==> src/hdl/vwb64_pkg.sv <==
// shared types, constants and the symbol alphabet of the base64 packer
package vwb64_pkg;

  localparam int MaxCodeWidth = 26;
  localparam int MinCodeWidth = 8;
  localparam int WidthW       = 5;
  localparam int AccW         = 31;
  localparam int CntW         = 5;
  localparam int SymW         = 6;
  localparam int CharW        = 7;
  localparam int CodeW        = 32;
  localparam int DataW        = 32;
  localparam int AddrW        = 3;

  localparam logic       FuncPack     = 1'b0;
  localparam logic       FuncFlush    = 1'b1;
  localparam logic       RegCodeWidth = 1'b0;
  localparam logic [WidthW-1:0] WidthReset = WidthW'(MinCodeWidth);

  typedef enum logic [4:0] {
    S_IDLE  = 5'b00001,
    S_HDR   = 5'b00010,
    S_PACK  = 5'b00100,
    S_FLUSH = 5'b01000,
    S_ERR   = 5'b10000
  } state_e;

  // commands to the accumulator unit
  typedef struct packed {
    logic load;
    logic shift;
    logic clear;
  } acc_ctrl_t;

  // accumulator status back to the sequencer
  typedef struct packed {
    logic [SymW-1:0] sym;
    logic [CntW-1:0] bits;
  } acc_stat_t;

  function automatic logic [CharW-1:0] sym_char(input logic [SymW-1:0] v);
    logic [CharW-1:0] c;
    if (v < 6'd10) begin
      c = 7'h30 + CharW'(v);
    end else if (v < 6'd36) begin
      c = 7'h41 + CharW'(v - 6'd10);
    end else if (v < 6'd62) begin
      c = 7'h61 + CharW'(v - 6'd36);
    end else if (v == 6'd62) begin
      c = 7'h2d;
    end else begin
      c = 7'h5f;
    end
    return c;
  endfunction

  function automatic logic [WidthW-1:0] clamp_width(input logic [WidthW-1:0] w);
    logic [WidthW-1:0] r;
    if (w < WidthW'(MinCodeWidth)) begin
      r = WidthW'(MinCodeWidth);
    end else if (w > WidthW'(MaxCodeWidth)) begin
      r = WidthW'(MaxCodeWidth);
    end else begin
      r = w;
    end
    return r;
  endfunction

endpackage

==> src/hdl/vwb64_acc.sv <==
// bit accumulator with the shared 6-bit shift unit
module vwb64_acc (
  input  logic                                  clk_i,
  input  logic                                  rst_ni,
  input  vwb64_pkg::acc_ctrl_t                  ctrl_i,
  input  logic [vwb64_pkg::WidthW-1:0]          width_i,
  input  logic [vwb64_pkg::MaxCodeWidth-1:0]    raw_i,
  output vwb64_pkg::acc_stat_t                  stat_o
);
  import vwb64_pkg::*;

  logic [AccW-1:0] acc_q, acc_d;
  logic [CntW-1:0] bits_q, bits_d;

  always_comb begin
    acc_d  = acc_q;
    bits_d = bits_q;
    if (ctrl_i.clear) begin
      acc_d  = '0;
      bits_d = '0;
    end else if (ctrl_i.load) begin
      // pending bits are below six, so a small shift places the new code
      acc_d  = acc_q | (AccW'(raw_i) << bits_q[2:0]);
      bits_d = bits_q + CntW'(width_i);
    end else if (ctrl_i.shift) begin
      acc_d  = acc_q >> SymW;
      bits_d = bits_q - CntW'(SymW);
    end
  end

  always_ff @(posedge clk_i or negedge rst_ni) begin
    if (!rst_ni) begin
      acc_q  <= '0;
      bits_q <= '0;
    end else begin
      acc_q  <= acc_d;
      bits_q <= bits_d;
    end
  end

  assign stat_o.sym  = acc_q[SymW-1:0];
  assign stat_o.bits = bits_q;

endmodule

==> src/hdl/variable_width_base64_packer_core.sv <==
// top level of the variable-width base64 packer
//
// usage
//   input channel: func_i and code_value_i move on a transfer (in_valid_i high,
//   in_stall_o low). func 0 packs a positive code lsb first, func 1 flushes
//   the partial group and closes the run. codes of zero or below add nothing.
//   output channel: one character per transfer on char_code_o with
//   char_valid_o, is_last_o and error_o; out_stall_i holds the result.
//   code_width sits at apb address 0, clamped to 8..26 on write.
// timing
//   an item is taken on a transfer, then the sequencer drives one result per
//   cycle while the output is not stalled, through the shared 6-bit shift
//   unit: optional width header, then up to five characters for a pack.
//   in_stall_o stays high until the last result is written to the output
//   register. the first result is written to the output register from the
//   sequencer state entered at the accept (S_HDR, S_PACK, S_FLUSH or S_ERR).
// reset
//   clears the accumulator, the header flag and the output valid; code_width
//   returns to 8.
// stall
//   a held result stops the sequencer from writing a new result; nothing is dropped.
module variable_width_base64_packer_core (
  input  logic                                clk_i,
  input  logic                                rst_ni,
  // apb configuration
  input  logic                                psel,
  input  logic                                penable,
  input  logic                                pwrite,
  input  logic [vwb64_pkg::AddrW-1:0]         paddr,
  input  logic [vwb64_pkg::DataW-1:0]         pwdata,
  output logic [vwb64_pkg::DataW-1:0]         prdata,
  output logic                                pready,
  // input channel
  input  logic                                in_valid_i,
  output logic                                in_stall_o,
  input  logic                                func_i,
  input  logic signed [vwb64_pkg::CodeW-1:0]  code_value_i,
  // output channel
  output logic                                out_valid_o,
  input  logic                                out_stall_i,
  output logic [vwb64_pkg::CharW-1:0]         char_code_o,
  output logic                                char_valid_o,
  output logic                                is_last_o,
  output logic                                error_o
);
  import vwb64_pkg::*;

  state_e            state_q, state_d;
  logic [WidthW-1:0] width_q;
  logic              hdr_sent_q, hdr_sent_d;
  logic              func_q, func_d;
  logic              pos_q, pos_d;

  // output register
  logic              out_valid_q, out_valid_d;
  logic [CharW-1:0]  char_q, char_d;
  logic              cval_q, cval_d;
  logic              last_q, last_d;
  logic              err_q, err_d;
  logic              emit;

  acc_ctrl_t         acc_ctrl;
  acc_stat_t         acc_stat;

  logic              in_xfer;
  logic              out_free;
  logic              positive;
  logic              too_large;
  logic [CodeW-1:0]  limit;
  logic              cfg_wr;

  // configuration port
  assign pready = 1'b1;
  assign cfg_wr = psel && penable && pwrite && pready && (paddr[2] == RegCodeWidth);
  assign prdata = (paddr[2] == RegCodeWidth) ? DataW'(width_q) : '0;

  always_ff @(posedge clk_i or negedge rst_ni) begin
    if (!rst_ni) begin
      width_q <= WidthReset;
    end else if (cfg_wr) begin
      width_q <= clamp_width(pwdata[WidthW-1:0]);
    end
  end

  // item classification at accept
  assign in_stall_o = (state_q != S_IDLE);
  assign in_xfer    = in_valid_i && !in_stall_o;
  assign out_free   = !out_valid_q || !out_stall_i;
  assign positive   = (code_value_i != '0) && !code_value_i[CodeW-1];
  assign limit      = CodeW'(1) << width_q;
  assign too_large  = positive && ($unsigned(code_value_i) >= limit);

  vwb64_acc u_acc (
    .clk_i   (clk_i),
    .rst_ni  (rst_ni),
    .ctrl_i  (acc_ctrl),
    .width_i (width_q),
    .raw_i   (code_value_i[MaxCodeWidth-1:0]),
    .stat_o  (acc_stat)
  );

  // sequencer
  always_comb begin
    state_d    = state_q;
    hdr_sent_d = hdr_sent_q;
    func_d     = func_q;
    pos_d      = pos_q;
    acc_ctrl   = '0;
    emit       = 1'b0;
    char_d     = '0;
    cval_d     = 1'b0;
    last_d     = 1'b0;
    err_d      = 1'b0;

    case (state_q)
      S_IDLE: begin
        if (in_xfer) begin
          func_d = func_i;
          pos_d  = positive;
          if (func_i == FuncPack && too_large) begin
            state_d = S_ERR;
          end else begin
            acc_ctrl.load = (func_i == FuncPack) && positive;
            if (!hdr_sent_q) begin
              state_d = S_HDR;
            end else if (func_i == FuncPack) begin
              state_d = positive ? S_PACK : S_IDLE;
            end else begin
              state_d = S_FLUSH;
            end
          end
        end
      end
      S_HDR: begin
        if (out_free) begin
          emit       = 1'b1;
          char_d     = sym_char(SymW'(width_q));
          cval_d     = 1'b1;
          hdr_sent_d = 1'b1;
          if (func_q == FuncFlush) begin
            if (acc_stat.bits == '0) begin
              // flush with nothing pending: the header closes the run
              last_d         = 1'b1;
              acc_ctrl.clear = 1'b1;
              hdr_sent_d     = 1'b0;
              state_d        = S_IDLE;
            end else begin
              state_d = S_FLUSH;
            end
          end else begin
            state_d = pos_q ? S_PACK : S_IDLE;
          end
        end
      end
      S_PACK: begin
        if (out_free) begin
          emit           = 1'b1;
          char_d         = sym_char(acc_stat.sym);
          cval_d         = 1'b1;
          acc_ctrl.shift = 1'b1;
          if (acc_stat.bits < CntW'(2 * SymW)) begin
            state_d = S_IDLE;
          end
        end
      end
      S_FLUSH: begin
        if (out_free) begin
          // partial group, or an empty marker when nothing is pending
          emit           = 1'b1;
          cval_d         = (acc_stat.bits != '0);
          char_d         = cval_d ? sym_char(acc_stat.sym) : '0;
          last_d         = 1'b1;
          acc_ctrl.clear = 1'b1;
          hdr_sent_d     = 1'b0;
          state_d        = S_IDLE;
        end
      end
      S_ERR: begin
        if (out_free) begin
          emit           = 1'b1;
          last_d         = 1'b1;
          err_d          = 1'b1;
          acc_ctrl.clear = 1'b1;
          hdr_sent_d     = 1'b0;
          state_d        = S_IDLE;
        end
      end
      default: begin
        state_d = S_IDLE;
      end
    endcase
  end

  always_comb begin
    if (emit) begin
      out_valid_d = 1'b1;
    end else if (!out_stall_i) begin
      out_valid_d = 1'b0;
    end else begin
      out_valid_d = out_valid_q;
    end
  end

  always_ff @(posedge clk_i or negedge rst_ni) begin
    if (!rst_ni) begin
      state_q     <= S_IDLE;
      hdr_sent_q  <= 1'b0;
      func_q      <= FuncPack;
      pos_q       <= 1'b0;
      out_valid_q <= 1'b0;
    end else begin
      state_q     <= state_d;
      hdr_sent_q  <= hdr_sent_d;
      func_q      <= func_d;
      pos_q       <= pos_d;
      out_valid_q <= out_valid_d;
    end
  end

  // result payload, loaded only when a new result is written
  always_ff @(posedge clk_i) begin
    if (emit) begin
      char_q <= char_d;
      cval_q <= cval_d;
      last_q <= last_d;
      err_q  <= err_d;
    end
  end

  assign out_valid_o  = out_valid_q;
  assign char_code_o  = char_q;
  assign char_valid_o = cval_q;
  assign is_last_o    = last_q;
  assign error_o      = err_q;

  // an error result carries no character and always ends the run
  a_err_shape : assert property (@(posedge clk_i) disable iff (!rst_ni)
    out_valid_o && error_o |-> is_last_o && !char_valid_o)
    else $error("error result without last or with a character");

  // between items fewer than one full symbol may be pending
  a_idle_bits : assert property (@(posedge clk_i) disable iff (!rst_ni)
    state_q == S_IDLE |-> acc_stat.bits < CntW'(SymW))
    else $error("full symbol left in accumulator");

  // no bits can be pending before the header of a run went out
  a_hdr_first : assert property (@(posedge clk_i) disable iff (!rst_ni)
    state_q == S_IDLE && !hdr_sent_q |-> acc_stat.bits == '0)
    else $error("pending bits without header");

  // a new result is never written over one that is still stalled
  a_no_overwrite : assert property (@(posedge clk_i) disable iff (!rst_ni)
    out_valid_q && out_stall_i |-> !emit)
    else $error("stalled result overwritten");

endmodule

==> config.mk <==
export PLATFORM = sky130hd
export DESIGN_NAME = variable_width_base64_packer_core
export DESIGN_NICKNAME = d
export VERILOG_FILES = /design/src/hdl/vwb64_pkg.sv /design/src/hdl/vwb64_acc.sv /design/src/hdl/variable_width_base64_packer_core.sv
export SDC_FILE = /design/constraint.sdc
export NUM_CORES = 1
export LEC_CHECK = 0
export ABC_AREA = 1
export BUFFER_PORTS_ARGS = -buffer_cell sky130_fd_sc_hd__buf_2
export CAP_MARGIN = 30
export CORE_AREA = 2 2 111 139
export CTS_BUF_LIST = sky130_fd_sc_hd__clkbuf_4 sky130_fd_sc_hd__clkbuf_8 sky130_fd_sc_hd__clkbuf_16
export DETAILED_ROUTE_END_ITERATION = 10
export DIE_AREA = 0 0 113 141
export SKIP_LAST_GASP = 1
export SYNTH_ARGS = -nofsm -noshare
export SYNTH_HDL_FRONTEND = slang
export SYNTH_SLANG_ARGS = --single-unit
==> constraint.sdc <==
create_clock -name clk_i -period 3.12 [get_ports clk_i]
set_clock_uncertainty 0.1 [all_clocks]
set_input_delay 0.468 -clock clk_i [delete_from_list [all_inputs] [get_ports clk_i]]
set_output_delay 0.468 -clock clk_i [all_outputs]
set_load 0.02 [all_outputs]
## Yosys cells after proc, flatten, opt, wreduce, memory -nomap -nowiden

Index checks and enable logic that the tools add are counted.

| operators by class | value |
|---|---|
| equal/unequal tests | 13 |
| div/mod/pow operators | 0 |
| reduce and logical (&&, ||, !) cells | 24 |
| shift-type cells | 2 |
| bitwise logic cells | 3 |
| $add $sub $neg | 12 |
| multiplexer cells | 53 |
| order comparisons | 10 |
| $mul | 0 |

Operator list:

| operator | number |
|---|---|
| 31-bit two-way mux | 3 |
| 7-bit two-way mux | 11 |
| 5-bit two-way mux | 12 |
| 32-bit greater-or-equal comparator | 1 |
| 32-bit nonzero test | 1 |
| 1-bit by 5-bit << shifter with 32-bit output (first input constant) | 1 |
| 31-bit bitwise OR | 1 |
| 26-bit by 3-bit << shifter with 31-bit output | 1 |
| 7-bit adder (first input constant) | 4 |
| 7-bit one-hot mux with 3 select lines | 1 |
| 5-bit one-hot mux with 4 select lines | 1 |
| 1-bit two-way mux | 16 |
| 4-bit two-way mux | 4 |
| 5-bit by 4-bit less-than comparator with 1-bit output (second input constant) | 3 |
| 5-bit by 6-bit less-than comparator with 1-bit output (second input constant) | 2 |
| 6-bit less-than comparator (second input constant) | 2 |
| 1-bit logical AND | 8 |
| 2-bit inequality test (second input constant) | 4 |
| 6-bit by 5-bit adder with 7-bit output (first input constant) | 1 |
| 6-bit by 6-bit adder with 7-bit output (first input constant) | 1 |
| 5-bit by 6-bit subtractor with 7-bit output (second input constant) | 1 |
| 6-bit by 4-bit subtractor with 7-bit output (second input constant) | 1 |
| 6-bit by 6-bit subtractor with 7-bit output (second input constant) | 1 |
| 6-bit equality test (second input constant) | 1 |
| other kinds (26) | 35 |

| storage, ports and cells | value |
|---|---|
| output and inout bits | 45 |
| word-level logic and storage cells | 129 |
| memories | 0 |
| ROM bits | 0 |
| register bits | 60 |
| bits in writable memories | 0 |
| input bits | 75 |
| bits in latches | 0 |

## Logic depth before layout (Yosys ltp)

Gate-level depths: netlist of the first run.

| logic depth | value |
|---|---|
| depth after elaboration | 9 |
| depth in mapped cells | 22 |
| gate-level depth less buffers | 21 |

## By module

A second synthesis of the first run with hierarchy kept.

| unflattened totals | value |
|---|---|
| cells, all modules | 935 |
| area, all modules | 6,107.1 sq um |

Modules (own cells, without submodules):

| module | cells an instance | area an instance (sq um) | times used | sequential area each (sq um) |
|---|---|---|---|---|
| variable_width_base64_packer_core | 480 | 3,195.6 | 1 | 653.1 |
| vwb64_acc | 455 | 2,911.5 | 1 | 900.9 |

## Worst setup path before layout of the first run

OpenSTA, ideal clock, no wires.

| path | value |
|---|---|
| path type | reg-to-reg |
| from | register width_q[3] |
| to | register u_acc.acc_q[23] |
| buffers on the path | 3 |
| cell stages (with the launch flop) | 18 |
| library setup time | 65 ps |
| data arrival time | 2,583 ps |
| slack | 373 ps |
| path through | dfstp_2 clkbuf_1 buf_1 nand3_1 ha_1 a21o_1 nor2_1 nand2_1 nor2_1 nand2_1 nand2_1 nand2_1 inv_2 buf_2 nand3_1 nand2_1 nand2_1 nand2_1 |

| between the ends | value |
|---|---|
| cells in the longest elaborated chain, start to end | 9 |
| elaborated cells between the ends (all ways) | 10 |
| classes of those cells | order compare: 1; shift: 1; mux: 5; reduce/logical: 3 |

Ends and longest elaborated chain:

| element | line | source |
|---|---|---|
| start, declared | variable_width_base64_packer_core.sv:49 | `logic [WidthW-1:0] width_q;` |
| start signal, assigned | variable_width_base64_packer_core.sv:79 | `width_q <= WidthReset;` |
| start signal, assigned | variable_width_base64_packer_core.sv:81 | `width_q <= clamp_width(pwdata[WidthW-1:0]);` |
| 1-bit by 5-bit << shifter with 32-bit output (*) | variable_width_base64_packer_core.sv:90 | `assign limit = CodeW'(1) << width_q;` |
| 32-bit greater-or-equal comparator (*) | variable_width_base64_packer_core.sv:91 | `assign too_large = positive && ($unsigned(code_value_i) >= limit);` |
| 1-bit logical AND (*) | variable_width_base64_packer_core.sv:91 |  |
| 1-bit logical AND (*) | variable_width_base64_packer_core.sv:120 | `if (func_i == FuncPack && too_large) begin` |
| 1-bit two-way mux (*) | variable_width_base64_packer_core.sv:120 |  |
| 1-bit two-way mux (*) | variable_width_base64_packer_core.sv:117 | `if (in_xfer) begin` |
| 1-bit two-way mux (*) | variable_width_base64_packer_core.sv:115 | `case (state_q)` |
| 31-bit two-way mux | vwb64_acc.sv:21 | `end else if (ctrl_i.load) begin` |
| 31-bit two-way mux | vwb64_acc.sv:18 | `if (ctrl_i.clear) begin` |
| end signal, assigned | vwb64_acc.sv:33 | `acc_q <= '0;` |
| end signal, assigned | vwb64_acc.sv:36 | `acc_q <= acc_d;` |
| end, declared | vwb64_acc.sv:12 | `logic [AccW-1:0] acc_q, acc_d;` |

Mark *: on every way between the ends. The rest lies on a longest branch, timed or not.
A chain may end at the register's enable or synchronous reset.

## Worst setup path in the final report of the first run

| path | value |
|---|---|
| from | register width_q[1] |
| to | register u_acc.acc_q[13] |

The elaborated chain is that of the path after synthesis.

==> flow_summary.ini, run 1 <==
[global_routing]
use_met3_pct = 2.28
grt_max_degree = 45
grt_overflow = 0
grtUsageMet1_pct = 27.9
grt_pass1_wl_um = 28200
use_met2_pct = 37.5
grt_use_total_pct = 21.8
antenna_found_initial = 0
grt.busiest_layer = met2
grt_pass1_vias = 5848

[synthesis]
synth-seq-cells = 60
synth_ff_type = dfrtp_1
synthDistinctLibCells = 49
synth_area_mm2 = 0.00616
avgSynthCellArea_um2 = 6.48
synth_cells = 950
yosys.area.top_type = dfrtp_1
yosysTopAreaCellShare_pct = 19.5
synth-edff-count = 10
synthArstFlopShare_pct = 83.3
synth_area_leaders = dfrtp_1 20%, nand2_1 19%, ha_1 9.8%, nand3_1 8.7%, inv_1 5.4%
seq_area_frac_synth_pct = 25.2
yosys_warnings = 0

[clock_tree]
tritoncts = done
hold_buffers = 0
path_clk_slew_ns = 0.06
cts_num_sinks = 60
numCtsBuffers = 9
insertion_delay_ns = 0.33
cts.htree.levels = 3
postCtsSetupBuffers = 0
ctsLongestPathBuffers = 2
ctsRootBufferMaster = clkbuf_16

[worst_setup_path]
arrival_ns = 3.04
cp_max_fo = 12
end_kind = flop
cp-start-kind = flop
required_ns = 3.23
crit_type = reg -> reg

[sta]
period_needed_ns = 2.92
timing.slew.headroom_pct = 47.6
finalSetupViolCount = 0
worst_slack_ns = 0.195
drv_slew = 0
tightest_slew_ns = 0.784
timing.fmax_mhz = 342
period_share_pct = 93.7
hold_viol = 0

[finish]
finalNetCount = 1140
area_growth_pct = 14.9
drive_gt1_share_pct = 14.5
layout_common_cells = 309 x nand2_1, 107 x nand3_1, 86 x inv_1
final_common_cell = nand2_1
utilization_pct = 47.9
num_antenna_cells = 0

[job]
max-cap-violations = 0

[status]
status = finished, violations left
violations = DRC

[pwr]
leakagePower_nw = 3.77
p_per_area_mw_per_mm2 = 770
ir_drop_mv = 0.244

[hold_path]
hold_class = in -> async

[routing]
routedWlPerCell_um = 14.3
via_per_inst = 5.17
drc_errors = 4
firstDrtPassIters = 8
drt-total-wl_um = 17200
drtAntennaViolNets = 0
drtIter0Drc = 398
num_vias = 6216

[floorplan]
core_region_area_mm2 = 0.0148
die_h_um = 141
rows = 50
boundaryPins = 120
fp.dieArea_mm2 = 0.0159
die_w_um = 113
initial_core_util_pct = 41.7

[place]
dp_hpwl_um = 13300
io_buffers = 62
gp_congestion = 0.942
pre_cts_ws_ns = 0.119
worst max-delay path, stage by stage (launching register included):
cell	delay (ns)
dfrtp_2	0.43
inv_2	0.08
ha_2	0.20
nand2_1	0.06
inv_1	0.18
nand2_1	0.10
ha_1	0.30
nand2_1	0.06
nor2_1	0.12
nand4_1	0.21
nor2_1	0.23
nand2_4	0.10
nand3_4	0.14
nand3_4	0.13
buf_6	0.21
nand2_1	0.07
nand2_1	0.05
timing repair:
action                     4_1_cts  5_1_grt
resized for setup                0       16
setup endpoints to repair        0       36
hold endpoints to repair         0        0
flip-flops by register name, summed over array words and instances, names as in the netlist:
signal and cells:
u_acc.acc_q 31, char_code_o 7, state_q 5, u_acc.bits_q 5, width_q 5, char_valid_o 1, error_o 1, func_q 1
hdr_sent_q 1, is_last_o 1, out_valid_o 1, pos_q 1
routing by layer:
metal	vias up	part of all wire (%)
met2	154	49
met4	0	3.3
li1	3186	-
met3	26	3.9
met1	2850	43
met5	-	0
where the power goes:
part / switching (mW) / total, mW / internal, mW
clock network: 0.366 / 1.07 / 0.701
logic: 1.96 / 3.05 / 1.09
registers: 0.233 / 1.33 / 1.10
total: 2.56 / 5.45 / 2.89
stage by stage:
step                      std cells  cell area [µm²]  TNS [ns]  power (mW)  hold WS [ns]
after floorplan                 976             6250         0        3.59        0.0724
after global placement         1185             6670         0        4.33         0.379
after detailed placement       1185             6670         0        4.35         0.387
after CTS                      1201             6980         0        5.43         0.106
after global routing           1203             7080   -0.0267        5.96         0.149
final                          1203             7080         0        5.45        0.0842
final timing paths:
kind	startpoint	endpoint	slack, ns	cells after the start
worst max-delay path	width_q[1]$_DFFE_PN0P_	u_acc.acc_q[13]$_DFFE_PN0P_	0.20	16
worst min-delay path	rst_ni	u_acc.acc_q[22]$_DFFE_PN0P_	0.08	1
worst max register to register	width_q[1]$_DFFE_PN0P_	u_acc.acc_q[13]$_DFFE_PN0P_	0.20	16
worst min register to register	pos_q$_DFFE_PN0P_	pos_q$_DFFE_PN0P_	0.40	2
max in group asynchronous	rst_ni	width_q[3]$_DFFE_PN1P_	2.10	2
min in group clk_i	pwdata[3]	width_q[3]$_DFFE_PN1P_	0.29	2
cell usage after synthesis (all sizes together) (4+ instances only):
library cell,number
o21ai,69
nand3,110
buf,54
o22ai,4
a31oi,7
mux2i,16
or2,8
ha,48
nand4,9
nand2,314
nor3,6
nor2,65
clkbuf,14
inv,94
dfrtp,48
edfxtp,10
xor2,6
o211ai,4
a21oi,34
nand3b,6
kinds of logic after synthesis:
logic type	share of synthesized area (%)
and+or+nand+nor	36.5
buffers and inverters	12.7
AOI/OAI and AO/OA	11.6
DFF	25.2
adders and majority gates	10.1
muxes	2.60
xor gates and xnor gates	1.14
other	0.122
cell type report:
cell class                      count  area, µm²
Multi-Input combinational cell    753       3960
Timing Repair Buffer               97        662
Fill cell                        1586       7690
Clock inverter                      6       78.8
Tap cell                          182        228
Inverter                           95        364
Clock buffer                       10        233
Sequential cell                    60       1560
Note: power is estimated with default switching activity, not from simulation.
==> inputs of run 2 (changes only) <==
--- a/config.mk
+++ b/config.mk
@@ -8,11 +8,12 @@
 export ABC_AREA = 1
 export BUFFER_PORTS_ARGS = -buffer_cell sky130_fd_sc_hd__buf_2
 export CAP_MARGIN = 30
-export CORE_AREA = 2 2 111 139
+export CORE_AREA = 2 2 110 139
 export CTS_BUF_LIST = sky130_fd_sc_hd__clkbuf_4 sky130_fd_sc_hd__clkbuf_8 sky130_fd_sc_hd__clkbuf_16
 export DETAILED_ROUTE_END_ITERATION = 10
-export DIE_AREA = 0 0 113 141
+export DIE_AREA = 0 0 112 141
 export SKIP_LAST_GASP = 1
 export SYNTH_ARGS = -nofsm -noshare
 export SYNTH_HDL_FRONTEND = slang
+export SYNTH_HIERARCHICAL = 1
 export SYNTH_SLANG_ARGS = --single-unit
==> run 2 against run 1 <==
Against the previous run: core utilization rose by 4.4 points; sequential cell count stayed put; the flow now finishes without violations; synthesized area decreased by 0.81%; first-iteration DRC count up 17%; count of clock-buffer cells in the layout up 3; final area increased by 8.2%; clock power shrank 12%.
==> flow_summary.ini, run 2 <==
[status]
status = finished clean

[sta]
period_share_pct = 99.3
tightest_slew_ns = 0.846
fin_hold_ws_ns = 0.0986
period_needed_ns = 3.10
rsz0062_at_grt = yes
drv_slew = 0
timing.slew.headroom_pct = 43.5
worst_slack_ns = 0.0217
fin_tns_setup_ns = 0
hold_viol = 0
timing.fmax_mhz = 323
finalSetupViolCount = 0

[global_routing]
grt_max_degree = 38
grt_pass1_vias = 5863
grt_use_total_pct = 22.4
grt_overflow = 0
grt_pass1_wl_um = 28500
antenna_found_initial = 0

[routing]
routedWlPerCell_um = 14.6
firstDrtPassIters = 5
drc_errors = 0
drtAntennaViolNets = 0
drtIter0Drc = 464
num_vias = 6250
drt-total-wl_um = 17900
via_per_inst = 5.12

[worst_setup_path]
end_kind = flop
crit_type = reg -> reg
cp-start-kind = flop
cp_max_fo = 5
r2r_cells = 25
arrival_ns = 3.22
required_ns = 3.24

[floorplan]
die_w_um = 112
fp.dieArea_mm2 = 0.0158
boundaryPins = 120
rows = 50
die_h_um = 141
core_region_area_mm2 = 0.0146
initial_core_util_pct = 41.7

[pwr]
swShare_pct = 49.0
power.internal_mw = 3.30
ir_drop_mv = 0.485
p_comb_share_pct = 63.8
p_switching_mw = 3.17
seqPwrFrac_pct = 21.8
p_clk_share_pct = 14.5
leakagePower_nw = 3.74
p_per_area_mw_per_mm2 = 846

[hold_path]
hold_class = in -> async

[finish]
num_antenna_cells = 0
finalNetCount = 1158
final_common_cell = nand2_1
largest_reg_flops = 31
drive_gt1_share_pct = 26.4
regMostFlops = u_acc/acc_q
area_growth_pct = 25.4
final_area_mm2 = 0.00766
layout_common_cells = 253 x nand2_1, 121 x nand3_1, 82 x nor2_1

[synthesis]
yosysMostFrequentCell = nand2_1
seq_area_frac_synth_pct = 25.4
synthArstFlopShare_pct = 83.3
synth_area_leaders = dfrtp_1 20%, nand2_1 17%, nand3_1 10%, ha_1 9.8%, nor2_1 5.7%
yosys_warnings = 6
synth-seq-cells = 60
synth_commonest_cells = 275 x nand2_1, 127 x nand3_1, 92 x nor2_1
synth-edff-count = 10
yosysTopAreaCellShare_pct = 19.7
synthDistinctLibCells = 53
synth_ff_type = dfrtp_1
synth_cells = 935
avgSynthCellArea_um2 = 6.53
yosys.area.top_type = dfrtp_1
synth_area_mm2 = 0.00611

[clock_tree]
cts.htree.levels = 3
tritoncts = done
ctsLongestPathBuffers = 2
cts_num_sinks = 60
numCtsBuffers = 9
path_clk_slew_ns = 0.06
ctsRootBufferMaster = clkbuf_16
insertion_delay_ns = 0.34

[place]
gp_congestion = 0.904
dp_hpwl_um = 12900
pre_cts_ws_ns = -0.0698
place_area_mm2 = 0.00665
io_buffers = 62

[job]
max-cap-violations = 0
run 2: cell types whose count changed after synthesis, sizes merged, moves of 11 or more:
cell / change
mux2i: -16
a21oi: +24
clkbuf: -11
nand2: -27
nand3: +21
nor2: +36
o21ai: -25
run 2: power groups by stage:
stage	sequential (mW)	clock, mW	combinational, mW
floorplan	1.35	0	2.74
global placement	1.39	0	3.48
detailed placement	1.40	0	3.50
CTS	1.39	0.956	3.60
global route	1.45	0.987	4.58
finish	1.41	0.939	4.13
run 2: what timing repair did:
item | 4_1_cts | 5_1_grt
hold buffers | 0 | 0
pin swaps | 6 | 26
endpoints found under the setup margin | 29 | 37
resized for setup | 18 | 98
buffers inserted | 9 | 11
cloned | 1 | 2
run 2: cell families after synthesis:
| kind of cell | Yosys count | share of synthesized area [%] |
|---|---|---|
| simple gates | 532 | 37.6 |
| buf+inv | 159 | 13.4 |
| compound gates | 126 | 12.3 |
| flops | 60 | 25.4 |
| fa+ha+maj | 49 | 10.2 |
| xor+xnor | 7 | 1.00 |
| other cells | 2 | 0.123 |
run 2: final timing paths:
kind	start	end	slack, ns
max in group asynchronous	rst_ni	u_acc/acc_q[5]$_DFFE_PN0P_	2.11
min in group clk_i	out_stall_i	out_valid_o$_DFFE_PN0P_	0.29
max reg2reg	width_q[1]$_DFFE_PN0P_	u_acc/acc_q[9]$_DFFE_PN0P_	0.02
min reg2reg	u_acc/acc_q[9]$_DFFE_PN0P_	u_acc/acc_q[9]$_DFFE_PN0P_	0.39
max	width_q[1]$_DFFE_PN0P_	u_acc/acc_q[9]$_DFFE_PN0P_	0.02
min	rst_ni	width_q[4]$_DFFE_PN0P_	0.1
run 2: per-stage QoR:
stage | cells | utilization [%] | total power, mW
global route | 1221 | 52.3 | 7.02
global placement | 1183 | 45.4 | 4.87
detailed placement | 1183 | 45.4 | 4.90
finish | 1221 | 52.3 | 6.48
floorplan | 961 | - | 4.09
CTS | 1208 | 48.2 | 5.95
run 2: cell type report:
class / instances / area [µm²]
clock buffers: 13 / 262
clock inverters: 3 / 15.0
fillers: 1516 / 6980
inverters: 92 / 358
multi-input cells: 742 / 4260
flip-flops and latches: 60 / 1560
well taps: 182 / 228
repair buffers: 129 / 981
run 2: layer usage:
metal  wire length [µm]  vias up  global-route usage, %
li1                   -     3195                      -
met5                  0        -                      0
met3                722       32                   3.14
met4                471        0                   9.11
met1               7550     2873                   27.3
met2               9130      150                   39.8
run 2: critical path, stage by stage (launching register included):
cell and delay, ns:
dfrtp_2 0.46, buf_6 0.14, ha_4 0.15, inv_2 0.04, nor2_2 0.03, buf_6 0.14
buf_6 0.11, nand2_2 0.06, ha_4 0.19, nand2_1 0.06, inv_1 0.05, nand2_1 0.05
nand2_1 0.04, nand2_1 0.07, nand2_2 0.06, a21oi_2 0.16, nand2_2 0.10, nor2_2 0.13
buf_6 0.14, nor2_4 0.05, nand2_4 0.13, nand2_8 0.08, buf_12 0.14, clkbuf_16 0.16
nand2_1 0.07, nand2_1 0.05
==> inputs of run 3 (changes only) <==
--- a/config.mk
+++ b/config.mk
@@ -12,6 +12,7 @@
 export CTS_BUF_LIST = sky130_fd_sc_hd__clkbuf_4 sky130_fd_sc_hd__clkbuf_8 sky130_fd_sc_hd__clkbuf_16
 export DETAILED_ROUTE_END_ITERATION = 10
 export DIE_AREA = 0 0 112 141
+export PLACE_DENSITY = 0.71
 export SKIP_LAST_GASP = 1
 export SYNTH_ARGS = -nofsm -noshare
 export SYNTH_HDL_FRONTEND = slang
==> run 3 against run 2 <==
Against the previous run: cell count fell by 1.4%; hold slack got worse by 0.079 ns; critical path type unchanged; sequential power barely moved.
==> flow_summary.ini, run 3 (synthesis gave the netlist of run 2 again) <==
[worst_setup_path]
required_ns = 3.23
cp_slowest_stage_delay_ns = 0.45
cp-start-kind = flop
critPathSlowestCell = dfrtp_2
crit_type = reg -> reg
r2r_slack_ns = 0.08
rr_startpoint = width_q[0]$_DFFE_PN0P_
arrival_ns = 3.15
cp_max_fo = 8
end_kind = flop
path_common_cell = nand2_1
crit_start = width_q[0]$_DFFE_PN0P_
path_cells = buf_6 -> ha_4 -> inv_2 -> nor2_1 -> buf_4 -> buf_6 -> nand2_4 -> ha_4 -> nand2_2 -> nand2_1 -> nand2_1 -> nand2_1 -> nand2_1 -> nand2_2 -> a21oi_4 -> nand2_4 -> nor2_4 -> nor2_4 -> nand2_4 -> nand2_8 -> buf_12 -> a21oi_1 -> a21oi_1

[routing]
drtAntennaViolNets = 0
wl_met1_um = 7110
num_vias = 6319
highest_layer = met4
via_per_inst = 5.25
met3_length_um = 939
drt-total-wl_um = 16800
wl_met2_um = 8330
firstDrtPassIters = 6
drc_errors = 0
drtIter0Drc = 466
routedWlPerCell_um = 14.0

[clock_tree]
hold_buffers = 0
numCtsBuffers = 9
ctsRootBufferMaster = clkbuf_16
ctsLongestPathBuffers = 2
tritoncts = done
path_clk_slew_ns = 0.06
cts_num_sinks = 60
insertion_delay_ns = 0.33
cts.htree.levels = 3

[sta]
rsz0062_at_grt = yes
worst_slack_ns = 0.0791
timing.slew.headroom_pct = 45.9
finalSetupViolCount = 0
hold_viol = 0
tightest_slew_ns = 0.811
timing.fmax_mhz = 329
drv_slew = 0
period_share_pct = 97.5
period_needed_ns = 3.04

[finish]
layout_common_cells = 267 x nand2_1, 122 x nand3_1, 84 x nor2_1
final_common_cell = nand2_1
layout.cells.non_filler = 1204
fillers = 1500
finalNetCount = 1141
drive_gt1_share_pct = 22.4
num_antenna_cells = 0
area_growth_pct = 19.8
largest_reg_flops = 31
regMostFlops = u_acc/acc_q

[floorplan]
die_w_um = 112
boundaryPins = 120
rows = 50
die_h_um = 141
initial_core_util_pct = 41.7
core_region_area_mm2 = 0.0146
fp.dieArea_mm2 = 0.0158

[status]
status = finished clean

[place]
dp_hpwl_um = 12200
dpl.cell_count = 1175
gp_congestion = 0.870
io_buffers = 62
pre_cts_ws_ns = -0.0753

[global_routing]
grt_pass1_wl_um = 27600
grt_pass1_vias = 5850
grt_max_degree = 38
antenna_found_initial = 0
grt_use_total_pct = 21.2
grt_overflow = 0

[pwr]
leakagePower_nw = 3.63
finalPower_mw = 6.08
ir_drop_mv = 0.463
p_per_area_mw_per_mm2 = 831

[hold_path]
hold_class = in -> async

[job]
max-cap-violations = 0
==> run 3: metal layers <==
layer  global-route usage (%)  vias to the layer above
li1                         -                     3155
met1                     27.2                     2908
met2                     36.5                      217
met3                     2.49                       39
met4                     8.28                        0
met5                        0                        -
==> run 3: repair_timing <==
item | in CTS | in global routing
pin swaps | 7 | 20
buffers inserted | 3 | 10
setup endpoints to repair | 14 | 36
gates cloned | 1 | 1
resized for setup | 12 | 62
==> run 3: critical path: cells and delay by family, from the launching register on <==
kind | cells | cell delay (ns)
DFF | 1 | 0.45
AOI/OAI and AO/OA | 3 | 0.39
buffers and inverters | 5 | 0.63
and+or+nand+nor | 13 | 0.99
adders and majority gates | 2 | 0.35
==> run 3: power breakdown <==
part           internal [mW]  switching [mW]
Combinational           1.35            2.32
Sequential              1.13           0.270
Clock                  0.644           0.361
==> run 3: layout make-up <==
| type | count | area (µm²) | area share [%] |
|---|---|---|---|
| multi-input combinational | 742 | 4110 | 56.2 |
| sequential | 60 | 1560 | 21.3 |
| timing repair buffer | 112 | 762 | 10.4 |
| inverter | 92 | 358 | 4.89 |
| clock buffer | 11 | 246 | 3.37 |
| tap | 182 | 228 | 3.11 |
| clock inverter | 5 | 52.6 | 0.718 |
==> run 3: worst paths after layout <==
kind / end / cells after the start
max in group asynchronous: u_acc/acc_q[7]$_DFFE_PN0P_ / 2
worst min-delay path: width_q[4]$_DFFE_PN0P_ / 1
worst min register to register: u_acc/acc_q[7]$_DFFE_PN0P_ / 2
worst max register to register: u_acc/acc_q[5]$_DFFE_PN0P_ / 23
worst max-delay path: u_acc/acc_q[5]$_DFFE_PN0P_ / 23
min in group clk_i: out_valid_o$_DFFE_PN0P_ / 3
==> run 3: stage by stage <==
stage               utilization, %  hold slack (ns)  setup TNS [ns]  cell area (µm²)
floorplan                        -           0.0724               0             6200
global placement              44.8            0.366         -0.0316             6570
global route                  50.0           0.0570           -1.73             7320
CTS                           47.4           0.0366         -0.0128             6940
finish                        50.0           0.0194               0             7320
detailed placement            44.8            0.366          -0.162             6570
